--- src/rtl/smcp_pkg.sv ---
// Shared types, codes and the fixed key table of the key/value port.
package smcp_pkg;

    // Configuration port
    localparam int CFG_ADDR_W = 6;
    localparam int CFG_DATA_W = 64;
    localparam int OSK_WORDS  = 8;

    typedef logic [OSK_WORDS-1:0][CFG_DATA_W-1:0] t_osk;

    // Host operations
    localparam logic [2:0] OP_DATA_WRITE = 3'd0;
    localparam logic [2:0] OP_DATA_READ  = 3'd1;
    localparam logic [2:0] OP_CMD_WRITE  = 3'd2;
    localparam logic [2:0] OP_STAT_READ  = 3'd3;
    localparam logic [2:0] OP_ERR_READ   = 3'd4;
    localparam logic [2:0] OP_ERR_WRITE  = 3'd5;

    // Commands
    localparam logic [7:0] CMD_READ_VALUE = 8'h10;
    localparam logic [7:0] CMD_READ_TYPE  = 8'h13;

    // Status flags
    localparam logic [7:0] ST_DATA_READY = 8'h01;
    localparam logic [7:0] ST_ACK        = 8'h04;
    localparam logic [7:0] ST_NEW_CMD    = 8'h08;

    // Error codes
    localparam logic [7:0] ERR_NONE        = 8'h00;
    localparam logic [7:0] ERR_INTERRUPTED = 8'h80;
    localparam logic [7:0] ERR_STILL_BAD   = 8'h81;
    localparam logic [7:0] ERR_BAD_CMD     = 8'h82;
    localparam logic [7:0] ERR_NO_KEY      = 8'h84;

    // Key table
    localparam int TABLE_SIZE = 6;
    localparam int KEY_COUNT  = 6;
    localparam int KEY_LIMIT  = (KEY_COUNT > TABLE_SIZE) ? TABLE_SIZE : KEY_COUNT;

    localparam logic [2:0] KEY_REV  = 3'd0;
    localparam logic [2:0] KEY_OSK0 = 3'd1;
    localparam logic [2:0] KEY_OSK1 = 3'd2;
    localparam logic [2:0] KEY_NATJ = 3'd3;
    localparam logic [2:0] KEY_MSSP = 3'd4;
    localparam logic [2:0] KEY_MSSD = 3'd5;

    localparam logic [7:0] TYPE_REPLY_LEN = 8'd6;

    typedef enum logic [1:0] {
        ST_IDLE,
        ST_MATCH,
        ST_STAGE,
        ST_READ
    } t_state;

    typedef struct packed {
        logic accept;
        logic match;
        logic stage_wr;
        logic capture;
    } t_dp_cmd;

    typedef struct packed {
        logic lookup_due;
        logic read_due;
        logic hit;
        logic stage_last;
    } t_dp_status;

    // Key names, first character in the lowest byte
    function automatic logic [31:0] key_name(input logic [2:0] entry);
        logic [31:0] name;
        case (entry)
            KEY_REV:  name = 32'h20564552;
            KEY_OSK0: name = 32'h304B534F;
            KEY_OSK1: name = 32'h314B534F;
            KEY_NATJ: name = 32'h4A54414E;
            KEY_MSSP: name = 32'h5053534D;
            KEY_MSSD: name = 32'h4453534D;
            default:  name = 32'h0;
        endcase
        return name;
    endfunction

    function automatic logic [7:0] key_len(input logic [2:0] entry);
        logic [7:0] len;
        case (entry)
            KEY_REV:            len = 8'd6;
            KEY_OSK0, KEY_OSK1: len = 8'd32;
            default:            len = 8'd1;
        endcase
        return len;
    endfunction

    function automatic logic [31:0] key_type(input logic [2:0] entry);
        logic [31:0] tname;
        case (entry)
            KEY_REV:            tname = 32'h7665727B;
            KEY_OSK0, KEY_OSK1: tname = 32'h2A386975;
            default:            tname = 32'h20386975;
        endcase
        return tname;
    endfunction

    function automatic logic [7:0] rev_byte(input logic [7:0] idx);
        logic [7:0] b;
        case (idx)
            8'd0:    b = 8'h01;
            8'd1:    b = 8'h13;
            8'd2:    b = 8'h0f;
            8'd5:    b = 8'h03;
            default: b = 8'h00;
        endcase
        return b;
    endfunction

    function automatic logic [7:0] osk_byte(input t_osk osk, input logic [5:0] idx);
        return osk[idx[5:3]][{idx[2:0], 3'b000} +: 8];
    endfunction

    // One byte of the reply for the matched entry
    function automatic logic [7:0] stage_byte(input logic [2:0] entry, input logic is_type,
                                              input logic [7:0] idx, input t_osk osk);
        logic [31:0] tname;
        logic [7:0]  b;
        tname = key_type(entry);
        if (is_type) begin
            case (idx)
                8'd0:    b = key_len(entry);
                8'd1:    b = tname[7:0];
                8'd2:    b = tname[15:8];
                8'd3:    b = tname[23:16];
                8'd4:    b = tname[31:24];
                default: b = 8'h00;
            endcase
        end else begin
            case (entry)
                KEY_REV:  b = rev_byte(idx);
                KEY_OSK0: b = osk_byte(osk, {1'b0, idx[4:0]});
                KEY_OSK1: b = osk_byte(osk, {1'b1, idx[4:0]});
                default:  b = 8'h00;
            endcase
        end
        return b;
    endfunction

endpackage

--- src/rtl/smcp_ram.sv ---
// Generic single-write, single-read RAM with registered read data.
module smcp_ram #(
    parameter int WIDTH = 8,
    parameter int DEPTH = 32
) (
    input  logic                     i_clk,
    input  logic                     i_we,
    input  logic [$clog2(DEPTH)-1:0] i_waddr,
    input  logic [WIDTH-1:0]         i_wdata,
    input  logic [$clog2(DEPTH)-1:0] i_raddr,
    output logic [WIDTH-1:0]         o_rdata
);

    logic [WIDTH-1:0] r_mem [DEPTH];
    logic [WIDTH-1:0] r_rdata;

    always_ff @(posedge i_clk) begin
        if (i_we) begin
            r_mem[i_waddr] <= i_wdata;
        end
        r_rdata <= r_mem[i_raddr];
    end

    assign o_rdata = r_rdata;

endmodule

--- src/rtl/smcp_cfg.sv ---
// APB register file holding the eight OS key words.
module smcp_cfg (
    input  logic                           i_clk,
    input  logic                           i_rst_n,
    input  logic                           psel,
    input  logic                           penable,
    input  logic                           pwrite,
    input  logic [smcp_pkg::CFG_ADDR_W-1:0] paddr,
    input  logic [smcp_pkg::CFG_DATA_W-1:0] pwdata,
    output logic [smcp_pkg::CFG_DATA_W-1:0] prdata,
    output logic                           pready,
    output smcp_pkg::t_osk                 o_osk
);
    import smcp_pkg::*;

    t_osk r_osk;

    always_ff @(posedge i_clk) begin
        if (!i_rst_n) begin
            r_osk <= '0;
        end else if (psel && penable && pwrite) begin
            r_osk[paddr[CFG_ADDR_W-1:3]] <= pwdata;
        end
    end

    assign prdata = r_osk[paddr[CFG_ADDR_W-1:3]];
    assign pready = 1'b1;
    assign o_osk  = r_osk;

endmodule

--- src/rtl/smcp_ctrl.sv ---
// Controller: handshakes, sequencing of match, staging and reply reads.
module smcp_ctrl (
    input  logic                  i_clk,
    input  logic                  i_rst_n,
    input  logic                  i_s_axis_tvalid,
    output logic                  o_s_axis_tready,
    output logic                  o_m_axis_tvalid,
    input  logic                  i_m_axis_tready,
    input  smcp_pkg::t_dp_status  i_status,
    output smcp_pkg::t_dp_cmd     o_cmd
);
    import smcp_pkg::*;

    t_state r_state, n_state;
    logic   r_out_valid, n_out_valid;
    logic   ready;
    logic   push;

    assign ready = (r_state == ST_IDLE) && (!r_out_valid || i_m_axis_tready);

    always_ff @(posedge i_clk) begin
        if (!i_rst_n) begin
            r_state     <= ST_IDLE;
            r_out_valid <= 1'b0;
        end else begin
            r_state     <= n_state;
            r_out_valid <= n_out_valid;
        end
    end

    always_comb begin
        n_state = r_state;
        push    = 1'b0;
        o_cmd   = '0;
        unique case (r_state)
            ST_IDLE: begin
                if (i_s_axis_tvalid && ready) begin
                    o_cmd.accept = 1'b1;
                    if (i_status.lookup_due) begin
                        n_state = ST_MATCH;
                    end else if (i_status.read_due) begin
                        n_state = ST_READ;
                    end else begin
                        push = 1'b1;
                    end
                end
            end
            ST_MATCH: begin
                o_cmd.match = 1'b1;
                if (i_status.hit) begin
                    n_state = ST_STAGE;
                end else begin
                    push    = 1'b1;
                    n_state = ST_IDLE;
                end
            end
            ST_STAGE: begin
                o_cmd.stage_wr = 1'b1;
                if (i_status.stage_last) begin
                    push    = 1'b1;
                    n_state = ST_IDLE;
                end
            end
            ST_READ: begin
                o_cmd.capture = 1'b1;
                push          = 1'b1;
                n_state       = ST_IDLE;
            end
            default: n_state = ST_IDLE;
        endcase
        n_out_valid = (r_out_valid && !i_m_axis_tready) || push;
    end

    assign o_s_axis_tready = ready;
    assign o_m_axis_tvalid = r_out_valid;

    // The output slot is empty whenever an item is still being worked on
    a_busy_slot_empty: assert property (@(posedge i_clk) disable iff (!i_rst_n)
        (r_state != ST_IDLE) |-> !r_out_valid)
        else $error("result pending while an item is in progress");

    // Staging is entered only from a successful match
    a_stage_entry: assert property (@(posedge i_clk) disable iff (!i_rst_n)
        (r_state == ST_STAGE) |-> ($past(r_state) == ST_MATCH || $past(r_state) == ST_STAGE))
        else $error("staging entered without a match");

    // A reply read always delivers its byte on the next cycle
    a_read_delivers: assert property (@(posedge i_clk) disable iff (!i_rst_n)
        (r_state == ST_READ) |=> r_out_valid)
        else $error("reply read produced no result");

endmodule

--- src/rtl/smcp_dp.sv ---
// Datapath: port state, key match, reply staging and the reply buffer.
module smcp_dp #(
    parameter int REPLY_BYTES = 32
) (
    input  logic                 i_clk,
    input  logic                 i_rst_n,
    input  logic [2:0]           i_operation,
    input  logic [7:0]           i_write_data,
    input  smcp_pkg::t_osk       i_osk,
    input  smcp_pkg::t_dp_cmd    i_cmd,
    output smcp_pkg::t_dp_status o_status,
    output logic [7:0]           o_read_data
);
    import smcp_pkg::*;

    localparam int         AW        = $clog2(REPLY_BYTES);
    localparam logic [7:0] REPLY_MAX = 8'(REPLY_BYTES);

    logic [7:0]      r_active_cmd, n_active_cmd;
    logic [7:0]      r_status, n_status;
    logic [7:0]      r_error, n_error;
    logic [7:0]      r_last;
    logic [3:0][7:0] r_key, n_key;
    logic [7:0]      r_wpos, n_wpos;
    logic [7:0]      r_rlen, n_rlen;
    logic [7:0]      r_rpos, n_rpos;
    logic [2:0]      r_entry;
    logic            r_is_type;
    logic [AW-1:0]   r_stage_idx;
    logic [7:0]      r_out_data;

    logic            cmd_valid;
    logic [7:0]      wpos_target;
    logic            m_hit;
    logic [2:0]      m_entry;
    logic [7:0]      m_len;
    logic [7:0]      entry_len;
    logic [7:0]      result;
    logic [7:0]      ram_rdata;
    logic [7:0]      stage_data;

    assign cmd_valid   = (r_active_cmd == CMD_READ_VALUE) || (r_active_cmd == CMD_READ_TYPE);
    assign wpos_target = (r_active_cmd == CMD_READ_VALUE) ? 8'd4 : 8'd3;

    // Search the table against the stored key
    always_comb begin
        m_hit   = 1'b0;
        m_entry = '0;
        for (int i = 0; i < KEY_LIMIT; i++) begin
            if (!m_hit && (r_key == key_name(3'(i)))) begin
                m_hit   = 1'b1;
                m_entry = 3'(i);
            end
        end
    end

    assign entry_len = key_len(m_entry);
    assign m_len = (r_active_cmd == CMD_READ_TYPE) ? TYPE_REPLY_LEN :
                   ((entry_len > REPLY_MAX) ? REPLY_MAX : entry_len);

    assign o_status.lookup_due = (i_operation == OP_DATA_WRITE) && cmd_valid &&
                                 (r_status[3:0] != 4'd0) && (r_wpos == wpos_target);
    assign o_status.read_due   = (i_operation == OP_DATA_READ) && cmd_valid &&
                                 r_status[0] && (r_rpos < r_rlen);
    assign o_status.hit        = m_hit;
    assign o_status.stage_last = (8'(r_stage_idx) == 8'(r_rlen - 8'd1));

    // Apply one accepted transaction, or the outcome of a match
    always_comb begin
        n_active_cmd = r_active_cmd;
        n_status     = r_status;
        n_error      = r_error;
        n_key        = r_key;
        n_wpos       = r_wpos;
        n_rlen       = r_rlen;
        n_rpos       = r_rpos;
        result       = 8'h00;
        if (i_cmd.accept) begin
            case (i_operation)
                OP_DATA_WRITE: begin
                    if (!cmd_valid) begin
                        n_status = 8'h00;
                        n_error  = ERR_STILL_BAD;
                    end else if (r_status[3:0] != 4'd0) begin
                        if (r_wpos < 8'd4) begin
                            n_key[r_wpos[1:0]] = i_write_data;
                            n_status           = ST_ACK;
                        end
                        n_wpos = 8'(r_wpos + 8'd1);
                    end
                end
                OP_DATA_READ: begin
                    if (!cmd_valid) begin
                        n_status = 8'h00;
                        n_error  = ERR_STILL_BAD;
                    end else if (o_status.read_due) begin
                        n_rpos   = 8'(r_rpos + 8'd1);
                        n_status = (8'(r_rpos + 8'd1) == r_rlen) ? 8'h00 :
                                   (ST_ACK | ST_DATA_READY);
                    end
                    result = r_last;
                end
                OP_CMD_WRITE: begin
                    if ((i_write_data == CMD_READ_VALUE) || (i_write_data == CMD_READ_TYPE)) begin
                        if ((r_status[3:0] == 4'd0) || (r_status[3:0] == ST_NEW_CMD[3:0])) begin
                            n_active_cmd = i_write_data;
                            n_status     = ST_NEW_CMD | ST_ACK;
                        end else begin
                            n_status = ST_NEW_CMD;
                            n_error  = ERR_INTERRUPTED;
                        end
                    end else begin
                        n_status = ST_NEW_CMD;
                        n_error  = ERR_BAD_CMD;
                    end
                    n_wpos = 8'h00;
                    n_rpos = 8'h00;
                end
                OP_STAT_READ: result = r_status;
                OP_ERR_READ:  result = r_error;
                default:      result = 8'h00;
            endcase
        end
        if (i_cmd.match) begin
            if (m_hit) begin
                n_status = ST_ACK | ST_DATA_READY;
                n_error  = ERR_NONE;
                n_rpos   = 8'h00;
                n_rlen   = m_len;
            end else begin
                n_status = 8'h00;
                n_error  = ERR_NO_KEY;
            end
        end
    end

    always_ff @(posedge i_clk) begin
        if (!i_rst_n) begin
            r_active_cmd <= 8'h00;
            r_status     <= 8'h00;
            r_error      <= 8'h00;
            r_last       <= 8'h00;
            r_key        <= '0;
            r_wpos       <= 8'h00;
            r_rlen       <= 8'h00;
            r_rpos       <= 8'h00;
            r_entry      <= '0;
            r_is_type    <= 1'b0;
            r_stage_idx  <= '0;
        end else begin
            r_active_cmd <= n_active_cmd;
            r_status     <= n_status;
            r_error      <= n_error;
            r_key        <= n_key;
            r_wpos       <= n_wpos;
            r_rlen       <= n_rlen;
            r_rpos       <= n_rpos;
            if (i_cmd.match) begin
                r_entry     <= m_entry;
                r_is_type   <= (r_active_cmd == CMD_READ_TYPE);
                r_stage_idx <= '0;
            end
            if (i_cmd.stage_wr) begin
                r_stage_idx <= AW'(r_stage_idx + 1'b1);
            end
            if (i_cmd.capture) begin
                r_last <= ram_rdata;
            end
        end
    end

    // Result byte; a reply read overwrites it once the buffer data is out
    always_ff @(posedge i_clk) begin
        if (i_cmd.accept) begin
            r_out_data <= result;
        end else if (i_cmd.capture) begin
            r_out_data <= ram_rdata;
        end
    end

    assign stage_data = stage_byte(r_entry, r_is_type, 8'(r_stage_idx), i_osk);

    smcp_ram #(
        .WIDTH (8),
        .DEPTH (REPLY_BYTES)
    ) u_reply_ram (
        .i_clk   (i_clk),
        .i_we    (i_cmd.stage_wr),
        .i_waddr (r_stage_idx),
        .i_wdata (stage_data),
        .i_raddr (r_rpos[AW-1:0]),
        .o_rdata (ram_rdata)
    );

    assign o_read_data = r_out_data;

endmodule

--- src/rtl/smc_key_value_port.sv ---
// Top level of the byte-wide key/value port device.
//
//  Channel   Direction  Handshake                    Payload
//  s_axis    in         i_s_axis_tvalid/o_..._tready host transaction: operation, write byte
//  m_axis    out        o_m_axis_tvalid/i_..._tready returned byte, one per input transaction
//  apb       in         psel/penable/pwrite, pready  OS key words 0..7 at byte address 8*i
//
// Status, error, command, error-write and plain data-write transactions are answered from
// the idle state. A data read that returns a staged byte passes the read state for the
// registered read of the reply buffer. A data write that starts the key lookup passes the
// match state and, on a hit, one buffer write a cycle (up to 32 for OSK0/OSK1).
// Reset: synchronous, active low; clears port state but the result byte, not the reply
// buffer, which needs no clearing pass. Stalls: the result sits in an output register;
// a new transaction is taken while it waits as long as the register empties that cycle.
module smc_key_value_port #(
    parameter int REPLY_BYTES = 32
) (
    input  logic                            i_clk,
    input  logic                            i_rst_n,
    // Input transaction
    input  logic                            i_s_axis_tvalid,
    output logic                            o_s_axis_tready,
    // [2:0] operation, [10:3] write_data, [15:11] zero
    input  logic [15:0]                     i_s_axis_tdata,
    // Result transaction
    output logic                            o_m_axis_tvalid,
    input  logic                            i_m_axis_tready,
    // [7:0] read_data
    output logic [7:0]                      o_m_axis_tdata,
    // Configuration port
    input  logic                            psel,
    input  logic                            penable,
    input  logic                            pwrite,
    input  logic [smcp_pkg::CFG_ADDR_W-1:0] paddr,
    input  logic [smcp_pkg::CFG_DATA_W-1:0] pwdata,
    output logic [smcp_pkg::CFG_DATA_W-1:0] prdata,
    output logic                            pready
);
    import smcp_pkg::*;

    t_osk       osk;
    t_dp_cmd    dp_cmd;
    t_dp_status dp_status;

    // Key words feed the staging path directly; the user must write them only while idle, the block does not enforce it
    smcp_cfg u_cfg (
        .i_clk   (i_clk),
        .i_rst_n (i_rst_n),
        .psel    (psel),
        .penable (penable),
        .pwrite  (pwrite),
        .paddr   (paddr),
        .pwdata  (pwdata),
        .prdata  (prdata),
        .pready  (pready),
        .o_osk   (osk)
    );

    // Sequence each transaction and own both handshakes
    smcp_ctrl u_ctrl (
        .i_clk           (i_clk),
        .i_rst_n         (i_rst_n),
        .i_s_axis_tvalid (i_s_axis_tvalid),
        .o_s_axis_tready (o_s_axis_tready),
        .o_m_axis_tvalid (o_m_axis_tvalid),
        .i_m_axis_tready (i_m_axis_tready),
        .i_status        (dp_status),
        .o_cmd           (dp_cmd)
    );

    // Port state, key match and reply buffer
    smcp_dp #(
        .REPLY_BYTES (REPLY_BYTES)
    ) u_dp (
        .i_clk        (i_clk),
        .i_rst_n      (i_rst_n),
        .i_operation  (i_s_axis_tdata[2:0]),
        .i_write_data (i_s_axis_tdata[10:3]),
        .i_osk        (osk),
        .i_cmd        (dp_cmd),
        .o_status     (dp_status),
        .o_read_data  (o_m_axis_tdata)
    );

endmodule
--- config.mk ---
export PLATFORM = sky130hd
export DESIGN_NAME = smc_key_value_port
export DESIGN_NICKNAME = d
export VERILOG_FILES = /design/src/rtl/smcp_pkg.sv /design/src/rtl/smcp_ram.sv /design/src/rtl/smcp_cfg.sv /design/src/rtl/smcp_ctrl.sv /design/src/rtl/smcp_dp.sv /design/src/rtl/smc_key_value_port.sv
export SDC_FILE = /design/constraint.sdc
export NUM_CORES = 2
export LEC_CHECK = 0
export BUFFER_PORTS_ARGS = -buffer_cell sky130_fd_sc_hd__buf_2
export CAP_MARGIN = 25
export CORE_MARGIN = 5
export CORE_UTILIZATION = 55
export DETAILED_ROUTE_END_ITERATION = 7
export PLACE_DENSITY = 0.72
export SYNTH_ARGS = -nofsm -noshare
export SYNTH_HDL_FRONTEND = slang
export SYNTH_SLANG_ARGS = --single-unit
export TNS_END_PERCENT = 10
--- constraint.sdc ---
create_clock -name i_clk -period 3.94 [get_ports i_clk]
set_clock_uncertainty 0.05 [all_clocks]
set_input_delay 0.788 -clock i_clk [delete_from_list [all_inputs] [get_ports i_clk]]
set_output_delay 0.788 -clock i_clk [all_outputs]
set_load 0.02 [all_outputs]
# Yosys cells after proc, flatten, opt, wreduce, memory -nomap -nowiden
# Memory sizes are Yosys's and may differ from the RTL's. A register that Yosys moved wholly into a read port is not among the register bits.
# Cells that the tools add are included.
[classes]
n_addsub = 4
magnitude_cmp = 9
eq_ne = 40
n_shift = 2
mux = 85
n_reduce_logical = 53
[op_table]
columns = ["operator", "count"]
rows = [
  ["512-bit bitwise mux", 1],
  ["64-bit binary-select mux with 2-bit select", 2],
  ["64-bit two-way mux", 4],
  ["8-bit two-way mux", 25],
  ["64-bit binary-select mux with 3-bit select", 1],
  ["64-bit demux with 3-bit select", 1],
  ["64-bit by 7-bit variable part select with 8-bit output", 2],
  ["32-bit by 30-bit == test with 1-bit output (second input constant)", 3],
  ["32-bit by 31-bit == test with 1-bit output (second input constant)", 3],
  ["8-bit one-hot mux with 3 select lines", 3],
  ["31-bit one-hot mux with 2 select lines", 1],
  ["8-bit one-hot mux with 2 select lines", 3],
  ["8-bit one-hot mux with 5 select lines", 1],
  ["32-bit bitwise mux", 1],
  ["8-bit by 5-bit == test with 1-bit output (second input constant)", 4],
  ["6-bit one-hot mux with 2 select lines", 2],
  ["3-bit two-way mux", 7],
  ["5-bit one-hot mux with 4 select lines", 1],
  ["1-bit two-way mux", 19],
  ["1-bit logical AND", 18],
  ["8-bit by 1-bit adder with 8-bit output (second input constant)", 2],
  ["8-bit demux with 2-bit select", 1],
  ["8-bit == test", 2],
  ["4-bit != test (second input constant)", 4],
  ["other kinds (42)", 82],
]
[word_totals]
regBits = 620
ram_bits = 256
input_bits = 93
output_inout_bits = 75
word_cells = 219
mem_count = 1
[memory_table]
columns = ["name", "words", "width", "rd", "rd_clocked_by_memory_dff", "wr", "line", "rtl"]
rows = [
  ["u_dp.u_reply_ram.r_mem", 32, 8, 1, 1, 1, "smcp_ram.sv:14", "logic [WIDTH-1:0] r_mem [DEPTH];"],
]

# Depth between registers and ports, before layout
[depth]
ltp_word = 23
mapped_depth = 12
mapped_depth_nobuf = 8

# Modules after synthesis
# From an unflattened synthesis, not the netlist that was laid out.
[hier_totals]
cells_unflattened = 3244
area_unflattened_um2 = 41345.9
[by_module_without_submodules]
columns = ["module", "instances", "cells_each", "area_each_um2", "seq_area_each_um2"]
rows = [
  ["smcp_cfg", 1, 1967, 22021.1, 10249.8],
  ["smcp_ram", 1, 417, 10053.4, 7847.5],
  ["smcp_dp", 1, 838, 9090.0, 1901.8],
  ["smcp_ctrl", 1, 22, 181.4, 60.1],
]

# Least setup slack after synthesis
# OpenSTA, ideal clock, no wires.
[synth_timing]
kind = "register to register"
from = "register u_dp.r_entry[1]"
to = "memory u_dp.u_reply_ram.r_mem[0][7], data pin"
setup_time_ps = 467
t_arrival_ps = 3095
required_ps = 3423
setup_slack_ps = 328
stages_incl_launch_ff = 9
n_path_buf = 3
period_less_slack_ps = 3612
path_cell_list = "dfxtp_1 > or3b_1 > buf_6 > clkbuf_1 > buf_2 > mux2i_1 > a32oi_1 > o21ai_0 > o31ai_1"
[synth_via]
elab_chain_cells = 3
elab_cells_between_ends = 5
classes_between = "eq/ne (2); mux (2); reduce/logical (1)"
[synth_lines]
columns = ["item", "line", "rtl"]
rows = [
  ["start, declared", "smcp_dp.sv:27", "logic [2:0] r_entry;"],
  ["start signal, assigned", "smcp_dp.sv:159", "r_entry <= m_entry;"],
  ["3-bit by 2-bit == test with 1-bit output, or another cell as far along", "smcp_pkg.sv:137", "case (entry)"],
  ["8-bit one-hot mux with 3 select lines (*)", "smcp_pkg.sv:137", ""],
  ["8-bit two-way mux (*)", "smcp_pkg.sv:127", "if (is_type) begin"],
  ["named net u_dp.stage_data[7]", "smcp_dp.sv:40", "logic [7:0] stage_data;"],
  ["end, declared", "smcp_ram.sv:14", ""],
]
# The timed path passes the listed nets; every way through them passes the cells marked *.

# Worst setup path in the final report
[layout_timing]
from = "register u_dp.r_stage_idx[4]"
to = "memory u_dp.u_reply_ram.r_mem[21][5], data pin"
[layout_via]
elab_chain_cells = 5
elab_cells_between_ends = 14
classes_between = "eq/ne (4); shift (2); mux (7); reduce/logical (1)"
[layout_lines]
columns = ["item", "line", "rtl"]
rows = [
  ["start, declared", "smcp_dp.sv:29", "logic [AW-1:0] r_stage_idx;"],
  ["start signal, assigned", "smcp_dp.sv:164", "r_stage_idx <= AW'(r_stage_idx + 1'b1);"],
  ["64-bit binary-select mux with 2-bit select", "smcp_pkg.sv:118", "return osk[idx[5:3]][{idx[2:0], 3'b000} +: 8];"],
  ["64-bit two-way mux (implied by the code)", "smcp_pkg.sv:118", ""],
  ["64-bit by 7-bit variable part select with 8-bit output", "smcp_pkg.sv:118", ""],
  ["8-bit one-hot mux with 3 select lines", "smcp_pkg.sv:137", ""],
  ["8-bit two-way mux (*)", "smcp_pkg.sv:127", ""],
  ["named net u_dp.stage_data[5]", "smcp_dp.sv:40", ""],
]
# The timed path passes the listed nets; every way through them passes the cells marked *. The select of a mux whose other input is x is not followed.

==> out/results.tsv <==
metric	value	unit
status	complete, no violations	
setup TNS	0	ns
total grt overflow	0	
Async SR Flop Fraction	0	%
global-route wire length before repair	191	mm
Initial Util	55.5	%
Crit Path Max Fanout	32	
post-CTS setup buffer count	0	
fin area	0.0442	sq mm
CP endpoint kind	flop	
Max Clk Rate	276	MHz
DR iter-0 viols	4768	
clock slew at reported path FFs	0.06	ns
layout cells sized above 1	16.4	%
area of the core	0.0715	sq mm
CP dominant cell by count	buf_4	
largest net degree at the start of global routing	125	
post-synth net total	4149	
top-count cell post-synth	nand2_1	
Leak	14.0	nW
clock sinks	870	
area fraction of the dominant cell type after synthesis	30.6	%
Synth cell types	74	
Final GP Congestion	0.906	
CP Data Required Time	4.24	ns
synth top area cells	dfxtp_1 31%, edfxtp_1 20%, mux4_2 12%	
relative slew slack	24.9	%
Worst-Margin Slew	1.13	ns
VDD IR max	0.341	mV
vias per cell	6.49	
Rows	98	
GRT busiest layer	met2	
vias in the first global route	31400	
slowest stage cell on the critical path	dfxtp_4	
syn_area_per_cell	9.83	sq um
TritonCTS buffer count	90	
Yosys reg bits	870	
Die H	279	um
fin crit share	92.1	%
Top FF cell, synth	dfxtp_1	
clock root buffer	clkbuf_16	
Final Max Slew Viols	0	
P&R area growth vs syn	11.4	%
I/O Buffers	158	
CTS tree	built	
DR pass1 iterations	8	
post-synthesis sequential area ratio	50.6	%
synth warn	0	
Max stage delay on crit path	0.71	ns
Worst Setup Start Kind	flop	
antenna violations before repair	21	
met1 Resource Use GR	42.1	%
antenna viol nets, final	0	
Max Cap Violations	0	
H-tree levels	3	
synthesized area	0.0397	sq mm
Final min period	3.63	ns
Arr. time, crit path	3.93	ns
die area	0.0776	sq mm
PostCTS Resize Cnt	0	
cell area power density	421	mW/mm^2
Worst-Skew Late Latency	0.66	ns
Via Count	32700	
# IOs	168	
DRC viols	0	
met3 GRT Util	6.89	%
Syn Inst Count	4036	
average wire per standard cell	25.0	um
fillers	5834	
WS Path Type	reg -> reg	
dpl cell area	0.0411	sq mm
hold-fix buffers at CTS	0	
endpoints failing setup	0	
Layout Nets	4123	
met2 Resource Use GR	49.9	%
Post-Route WL	126	mm
HPWL Detailed	74.6	mm
most frequent cells after synthesis	1,180 x nand2_1, 606 x dfxtp_1, 578 x a21oi_1	
worst-path cell chain	buf_4, mux4_2, nand2_1, a21oi_1, a211o_1, nor4_1, o21ai_2, buf_4	
chip width	279	um
Final Hold Vio Count	0	
crit-path leading delay family	simple AND/OR/NAND/NOR gates	
worst min path class	in -> reg	
worst path bufs/invs	2	
Clock Path Buffers	3	
top cell type by total area after synthesis	dfxtp_1	
Post-synth EDFFs	264	
Total Routing Usage GR	31.4	%
RSZ-0062 raised after global routing	false	
[metrics by stage]
stage | worst slack (ns) | instances | total power [mW] | hold slack (ns) | utilization [%]
global route | 0.244 | 5040 | 19.1 | 0.378 | 61.7
CTS | 0.444 | 5033 | 18.6 | 0.349 | 61.7
floorplan | 0.328 | 4036 | 9.89 | 0.375 | -
global placement | 0.484 | 4867 | 10.1 | 0.384 | 57.5
finish | 0.311 | 5047 | 18.6 | 0.378 | 61.8
detailed placement | 0.452 | 4867 | 10.1 | 0.395 | 57.5
[flip-flops by register name, summed over array words and instances, names as in the netlist]
signal / cells
u_cfg.o_osk: 512
u_dp.u_reply_ram.r_mem: 256
u_dp.r_key: 32
u_dp.o_read_data: 8
u_dp.r_active_cmd: 8
u_dp.r_last: 8
u_dp.r_rpos: 8
u_dp.r_wpos: 8
u_dp.u_reply_ram.o_rdata: 8
u_dp.r_stage_idx: 5
u_dp.r_error: 4
u_dp.r_entry: 3
u_dp.r_rlen: 3
u_dp.r_status: 3
u_ctrl.r_state: 2
u_ctrl.o_m_axis_tvalid: 1
u_dp.r_is_type: 1
[final timing paths]
check,endpoint,slack [ns],startpoint,depth (start not counted)
worst max register to register,u_dp.u_reply_ram.r_mem[21][5],0.31,u_dp.r_stage_idx[4],8
worst max-delay path,u_dp.u_reply_ram.r_mem[21][5],0.31,u_dp.r_stage_idx[4],8
worst min register to register,u_dp.r_key[21],0.40,u_dp.r_key[21],2
worst min-delay path,u_dp.r_key[12],0.38,i_s_axis_tdata[7],3
[per-layer routing]
layer  vias up  share of wire [%]
met5         -              0.051
met4        10                4.5
met3       434                 12
met2      2186                 46
met1     15700                 37
li1      14400                  -
[worst reg2reg max path: stages, from the launching register on]
cell	delay, ns
dfxtp_4	0.71
buf_4	0.44
mux4_2	0.57
nand2_1	0.09
a21oi_1	0.16
a211o_1	0.26
nor4_1	0.70
o21ai_2	0.07
buf_4	0.27
[report_power, final]
group	total, mW	switching [mW]	internal, mW
logic	0.692	0.518	0.174
clock network	8.62	3.71	4.91
registers	9.27	0.0401	9.23
[logic make-up after synthesis]
kind of cell             count (synthesis)  synth area share [%]
adder cells (fa/ha/maj)                 20                 0.631
AO/OA/AOI/OAI                          954                  14.4
other                                    1               0.00946
multiplexers                           254                  13.2
buffers and inverters                  392                  4.66
flip-flops                             870                  50.6
XOR/XNOR                                17                 0.375
AND/OR/NAND/NOR                       1528                  16.1
[final cells by class]
type                            count  area, sq um  share of cell area (%)
Antenna cell                       13         32.5                  0.0737
Clock buffer                      115         2460                    5.56
Clock inverter                     51          542                    1.23
Inverter                           19         78.8                   0.179
Multi-Input combinational cell   2774        17900                    40.5
Sequential cell                   870        20100                    45.5
Tap cell                          950         1190                    2.69
Timing Repair Buffer              255         1890                    4.28
[cell usage in the layout (no fill, tap or decap), types with 7 or more instances in the layout]
master / synthesis / layout
nand2_1: 1180 / 1172
and2_4: 0 / 8
clkbuf_1: 243 / 14
ha_1: 20 / 20
nor2_1: 115 / 114
clkinv_1: 1 / 9
nor3_1: 16 / 15
nand4_1: 82 / 82
diode_2: 0 / 13
a21oi_1: 578 / 577
edfxtp_1: 264 / 264
buf_4: 80 / 68
nand2b_1: 8 / 8
mux2i_1: 31 / 31
clkinv_2: 0 / 22
xor2_1: 12 / 12
and2_1: 25 / 17
o21ai_0: 18 / 17
mux2_2: 9 / 9
a31oi_1: 9 / 9
buf_12: 0 / 28
buf_2: 20 / 158
clkbuf_16: 0 / 90
bufinv_16: 0 / 7
mux4_2: 213 / 213
nand3_1: 27 / 27
a22oi_1: 271 / 271
dfxtp_1: 606 / 602
inv_1: 15 / 15
clkbuf_8: 0 / 11
a22o_1: 8 / 8
nand3b_1: 10 / 10
nand2_4: 0 / 8
o22ai_1: 9 / 9
Note: power is estimated with default switching activity, not from simulation.
